<file path="config.mk">
export PLATFORM = sky130hd
export DESIGN_NAME = mccm_iter_unit
export DESIGN_NICKNAME = d
export VERILOG_FILES = /design/src/design/mccm_pkg.sv /design/src/design/mccm_iter_unit.sv
export SDC_FILE = /design/constraint.sdc
export NUM_CORES = 1
export LEC_CHECK = 0
export ABC_AREA = 0
export BUFFER_PORTS_ARGS = -buffer_cell sky130_fd_sc_hd__buf_4
export CORE_ASPECT_RATIO = 0.5
export CORE_MARGIN = 8
export CORE_UTILIZATION = 57
export CTS_CLUSTER_DIAMETER = 60
export CTS_CLUSTER_SIZE = 30
export DETAILED_ROUTE_END_ITERATION = 8
export GPL_TIMING_DRIVEN = 0
export PLACE_DENSITY = 0.82
export SLEW_MARGIN = 20
export SYNTH_ARGS = -nofsm -noshare
export SYNTH_HDL_FRONTEND = slang
export SYNTH_SLANG_ARGS = --single-unit
</file>
<file path="constraint.sdc">
create_clock -name clk -period 7.7 [get_ports clk]
set_input_delay 0.385 -clock clk [delete_from_list [all_inputs] [get_ports clk]]
set_output_delay 0.385 -clock clk [all_outputs]
set_load 0.01 [all_outputs]
</file>
<file path="src/design/mccm_pkg.sv">
// MIDI CC level mapper: shared package.
// Types, codes and defaults used by the core and its iterative unit. No dependencies.
`default_nettype none
package mccm_pkg;

    localparam int CELLS_DEF    = 64;
    localparam int CHANNELS_DEF = 16;

    localparam logic [3:0] CC_STATUS = 4'hB;

    typedef enum logic [1:0] {
        ACT_MIDI    = 2'd0,
        ACT_REQUEST = 2'd1,
        ACT_ARM     = 2'd2,
        ACT_ASSIGN  = 2'd3
    } action_t;

    typedef enum logic [1:0] {
        REG_SMOOTH_ENABLE  = 2'd0,
        REG_MPE_MODE       = 2'd1,
        REG_LSB_MODE       = 2'd2,
        REG_SMOOTHING_STEP = 2'd3
    } reg_index_t;

    typedef struct packed {
        logic [1:0]        action;
        logic [3:0]        midi_status;
        logic [3:0]        midi_channel;
        logic [6:0]        controller;
        logic signed [7:0] cc_value;
        logic [5:0]        cell_req;
        logic [3:0]        out_channel;
        logic signed [7:0] assign_cc;
    } in_item_t;

    typedef struct packed {
        logic signed [23:0] level;
        logic               level_valid;
        logic               learned;
        logic [5:0]         learned_cell;
    } out_item_t;

    localparam int ITER_A_W   = 22;
    localparam int ITER_B_W   = 16;
    localparam int ITER_RES_W = 38;

    // x / 127 for x below 2^15 is (x * 33027) >> 22
    localparam logic [ITER_B_W-1:0] DIV127_RECIP = 16'd33027;
    localparam int                  DIV127_SHIFT = 22;

    typedef struct packed {
        logic                start;
        logic [ITER_A_W-1:0] a;
        logic [ITER_B_W-1:0] b;
    } iter_req_t;

    typedef struct packed {
        logic                  done;
        logic [ITER_RES_W-1:0] result;
    } iter_rsp_t;

endpackage
`default_nettype wire

</file>
<file path="src/design/mccm_iter_unit.sv">
// MIDI CC level mapper: shared shift-and-add unit.
// Unsigned multiply (a * b), one bit of b a cycle. Uses mccm_pkg.
`default_nettype none
module mccm_iter_unit (
    input  wire                  clk,
    input  wire                  rst_n,
    input  mccm_pkg::iter_req_t  req,
    output mccm_pkg::iter_rsp_t  rsp
);
    import mccm_pkg::*;

    logic                  busy_reg;
    logic                  done_reg;
    logic [3:0]            cnt_reg;
    logic [ITER_A_W-1:0]   opa_reg;
    logic [ITER_B_W-1:0]   opb_reg;
    logic [ITER_RES_W-1:0] acc_reg;

    logic [ITER_RES_W-1:0] addend;
    logic [ITER_RES_W-1:0] sum;

    // Take b from the top bit down: shift the sum and add a where the bit is set
    always_comb
    begin
        addend = opb_reg[ITER_B_W-1] ? ITER_RES_W'(opa_reg) : '0;
        sum    = {acc_reg[ITER_RES_W-2:0], 1'b0} + addend;
    end

    always_ff @(posedge clk or negedge rst_n)
    begin
        if (!rst_n)
        begin
            busy_reg <= 1'b0;
            done_reg <= 1'b0;
            cnt_reg  <= '0;
        end
        else
        begin
            done_reg <= 1'b0;
            if (req.start)
            begin
                busy_reg <= 1'b1;
                cnt_reg  <= '0;
            end
            else if (busy_reg)
            begin
                cnt_reg <= cnt_reg + 4'd1;
                if (&cnt_reg)
                begin
                    busy_reg <= 1'b0;
                    done_reg <= 1'b1;
                end
            end
        end
    end

    always_ff @(posedge clk)
    begin
        if (req.start)
        begin
            opa_reg <= req.a;
            opb_reg <= req.b;
            acc_reg <= '0;
        end
        else if (busy_reg)
        begin
            acc_reg <= sum;
            opb_reg <= {opb_reg[ITER_B_W-2:0], 1'b0};
        end
    end

    assign rsp.done   = done_reg;
    assign rsp.result = acc_reg;

endmodule
`default_nettype wire

</file>
Yosys cells after proc, flatten, opt, wreduce, memory -nomap -nowiden
Cells that the tools add are included.
- add/subtract/negate cells: 2
- multipliers: 0
- divide/modulo/power cells: 0
- $lt $le $gt $ge: 0
- equal/unequal tests: 0
- shift-type cells: 0
- mux-type cells: 11
- bitwise operators: 0
- reduce and logical (&&, ||, !) cells: 2
- operators by type and width (cell ; number):
    38-bit by 22-bit adder with 38-bit output ; 1
    16-bit two-way mux ; 2
    22-bit two-way mux ; 1
    4-bit two-way mux ; 2
    1-bit two-way mux ; 6
    4-bit by 1-bit adder with 4-bit output, second input constant ; 1
    4-bit AND reduction ; 1
    2-bit nonzero test ; 1
- register bits: 82
- bits in latches: 0
- RAM bits: 0
- memory bits (read-only): 0
- input bits: 41
- logic and storage cells: 21
- memories kept: 0

Depth between registers and ports, before layout
- depth after elaboration: 4
- depth in mapped cells: 12
- depth with buffers taken out: 11

Worst setup path before layout
No wires, ideal clock.
- kind: register -> register
- start: register opb_reg[15]
- end: register acc_reg[37]
- arrival time: 2673 ps
- required time: 7614 ps
- path slack: 4942 ps
- cell stages (with the launch flop): 12
- path buffers: 1
- clock period less this slack: 2758 ps
- cell sequence: edfxtp_1 > clkbuf_1 > and2_1 > fa_1 > a21o_1 > a21o_1 > a311o_1 > o21ai_2 > a211oi_2 > o211ai_1 > xor2_1 > a211oi_1
- longest elaborated chain between the ends: 2
- RTL lines (item ; line ; text):
    from (decl) ; mccm_iter_unit.sv:16 ; logic [ITER_B_W-1:0] opb_reg;
    from (signal assigned) ; mccm_iter_unit.sv:62 ; opb_reg <= req.b;
    from (signal assigned) ; mccm_iter_unit.sv:68 ; opb_reg <= {opb_reg[ITER_B_W-2:0], 1'b0};
    22-bit two-way mux ; mccm_iter_unit.sv:25 ; addend = opb_reg[ITER_B_W-1] ? ITER_RES_W'(opa_reg) : '0;
    38-bit by 22-bit adder with 38-bit output ; mccm_iter_unit.sv:26 ; sum = {acc_reg[ITER_RES_W-2:0], 1'b0} + addend;
    to (signal assigned) ; mccm_iter_unit.sv:67 ; acc_reg <= sum;
    to (decl) ; mccm_iter_unit.sv:17 ; logic [ITER_RES_W-1:0] acc_reg;
Every way passes these cells.
A chain may end at the register's enable or synchronous reset.

Worst setup path in the final report
- start: register opb_reg[15]
- end: register acc_reg[28]
The elaborated chain is that of the path after synthesis.

==> run summary <==
switching pwr -> 0.3817 mW
Root Driver -> clkbuf_16
Synth Area per Inst -> 10.66 sq um
num rows -> 22
GP Congestion -> 0.8549
sw frac -> 0.2864
Critical Path Fanout Max -> 10
RR Startpoint -> opb_reg[15]
GRT Resource Usage Total -> 0.1799
MaxCap Viol Count -> 0
Slew @ Worst Pin -> 783.0 ps
startpoint class of the critical path -> register
CP required -> 7950 ps
Setup TNS Final -> 0 ps
Hold Startpoint -> req[27]
Post-Synth Simple-Gate Area -> 0.1505
Synth Area in Compound Gates -> 0.1273
NumNets Final -> 556
Pwr Density -> 250.2 nW/um^2
routing usage on met3 -> 0.05101
largest net degree at the start of global routing -> 25
top cells by area, synth -> edfxtp_1, dfxtp_1, ha_1
initial antenna violation count -> 0
crit path launch -> opb_reg[15]
critical path arrival -> 3650 ps
GR Util met1 -> 0.2206
Setup WS post-layout -> 4302 ps
Yosys reg bits -> 82
Lkg Pwr -> 2.381 nW
Die W -> 138.5 um
CTS tree -> built
setup slack at placement -> 4351 ps
core area -> 7295 sq um
Pint -> 0.9510 mW
area leader, netlist -> edfxtp_1
Worst slew margin -> 0.4780
fin crit share -> 0.4413
Crit Path Class -> reg2reg
drt initial violations -> 175
Max Freq -> 0.2943 GHz
Layout Skew -> 9.413 ps
Mapped Cells -> 401
Remaining DRCs -> 0
Flop pwr share -> 0.406
main combinational cell family by area after synthesis -> simple AND/OR/NAND/NOR gates
area grow syn2layout -> 24.62%
post-synthesis cell area -> 4274 sq um
die area -> 10690 sq um
global route overflow -> 0
Post CTS Setup Buffer Count -> 0
Largest register FFs -> 38
clock network fraction of design power -> 0.352
GRT met2 Usage -> 0.2940
Longest Clk Path Bufs -> 2
EDFF count, synth -> 38
fill count -> 534
IO Pins -> 80
port bufs -> 79
GR peak layer -> met2
Worst Hold Class -> in2reg
mux contribution to synthesized area -> 0.07933
first-pass GRT wire length -> 15.68 mm
die height -> 77.23 um
clock sinks -> 82
share of cells above drive strength 1 -> 0.2535
post-synthesis xor/xnor area fraction -> 0.07582
status -> completed
overall power -> 1.333 mW
crit path time final -> 3398 ps
drt pass-1 iters -> 4
via count -> 3222
vias in the first global route -> 3275
CTS Buf Count -> 9
Max Slew Vio Count -> 0
Clock Pin Slew Worst Setup and Hold Paths -> 60 ps
Post-synth top cells -> dfxtp_1, edfxtp_1, nor2_1, nand2_1, and2_1
Ys Warns -> 0
Avg WL per Cell -> 16.13 um
post-synth top area share -> 0.2670
Netlist cell types -> 50
Logic pwr share -> 0.243
via density per instance -> 5.433
top_reg_cell synth -> edfxtp_1
syn nets -> 465
register area share after synthesis -> 0.4801
Routed Antenna Nets -> 0
post-synthesis adder-cell area fraction -> 0.06909
Initial Util -> 0.5859
CTS H-tree lvls -> 3
Placed Area -> 4987 sq um
RSZ-0062 raised after global routing -> no
final setup fails -> 0
worst reg-to-reg setup slack -> 4300 ps
drt total wl -> 9.563 mm
Post-synth ARST share -> 0.07317
VDD IR max -> 0.1465 mV
post-route cell area -> 5326 sq um
dpl hpwl -> 6.937 mm
diode count -> 0
clk_lat worst skew -> 350 ps
critical path endpoint category -> register
Fin. Hold Viols -> 0
==> area by class of cell <==
class                   instances  area, sq um  area share
plain buffers                  16        65.06     0.01222
clock buffers                  10        239.0     0.04487
clock inverters                 6        90.09     0.01691
inverters                       3        11.26    0.002114
multi-input cells             300         2146      0.4029
flip-flops and latches         82         2052      0.3852
well taps                      96        120.1     0.02255
repair buffers                 80        603.1      0.1132
==> layout by cell type, fill, tap and decap left out, types with 3 or more instances in the layout <==
| cell | netlist | final |
|---|---|---|
| dfxtp_1 | 38 | 38 |
| buf_4 | 1 | 80 |
| xnor2_1 | 17 | 17 |
| ha_1 | 22 | 22 |
| o211ai_1 | 5 | 5 |
| dfrtp_1 | 6 | 6 |
| clkbuf_16 | 0 | 9 |
| and3_1 | 8 | 8 |
| nand2_1 | 32 | 32 |
| nand3_1 | 5 | 5 |
| o21ai_1 | 4 | 4 |
| edfxtp_1 | 38 | 38 |
| a211oi_1 | 5 | 5 |
| inv_1 | 3 | 3 |
| a21oi_1 | 17 | 17 |
| mux2i_1 | 17 | 17 |
| nor3_1 | 6 | 6 |
| mux2_2 | 15 | 15 |
| o21ai_0 | 19 | 19 |
| and2_1 | 24 | 24 |
| xor2_1 | 20 | 20 |
| a21o_1 | 12 | 12 |
| nor2_1 | 38 | 38 |
| clkbuf_1 | 12 | 12 |
==> final timing paths <==
kind                       cells past startpoint     endpoint
setup / recovery                              11  acc_reg[28]
hold / removal                                 1  opa_reg[11]
setup reg to reg                              11  acc_reg[28]
hold reg to reg                                2   acc_reg[0]
max in group asynchronous                      2     busy_reg
min in group asynchronous                      2   cnt_reg[2]
==> stage by stage <==
step	cells	hold slack [ps]	utilization
after floorplan	401	89.41	-
after global placement	576	194.2	0.6837
after CTS	593	206.1	0.7302
final	593	212.0	0.7302
after detailed placement	576	195.6	0.6837
after global routing	593	202.0	0.7302
==> power groups by stage <==
stage          Sequential, mW  Combinational, mW  Clock, mW
2_1_floorplan           0.553              0.203          0
3_3_place_gp            0.546              0.313          0
3_5_place_dp            0.549              0.319          0
4_1_cts                 0.540              0.325      0.474
5_1_grt                 0.546              0.355      0.492
6_report                0.540              0.323      0.469
==> repair_timing <==
action	4_1_cts	5_1_grt
endpoints found under the hold margin	6	0
hold buffers	1	0
gates resized for setup	0	0
==> cells by family after synthesis <==
| logic type | Yosys count |
|---|---|
| XOR/XNOR | 37 |
| adder cells (fa/ha/maj) | 23 |
| AND/OR/NAND/NOR | 129 |
| flip-flops | 82 |
| AO/OA/AOI/OAI | 79 |
| multiplexers | 32 |
| buffers and inverters | 19 |
==> metal layers <==
| metal | share of wire | up-vias |
|---|---|---|
| met5 | 0 | - |
| met4 | 0.015 | 0 |
| met3 | 0.047 | 12 |
| met2 | 0.46 | 71 |
| met1 | 0.48 | 1518 |
| li1 | - | 1621 |
==> critical path, cell delays in order (launching register included) <==
cell	delay (ps)
edfxtp_1	410
clkbuf_1	330
and2_1	240
ha_1	240
a21oi_1	280
o211ai_2	160
a2111oi_2	640
o31ai_4	180
a21oi_4	300
nor3_1	100
xnor2_1	170
a211oi_1	240
Note: power is estimated with default switching activity, not from simulation.
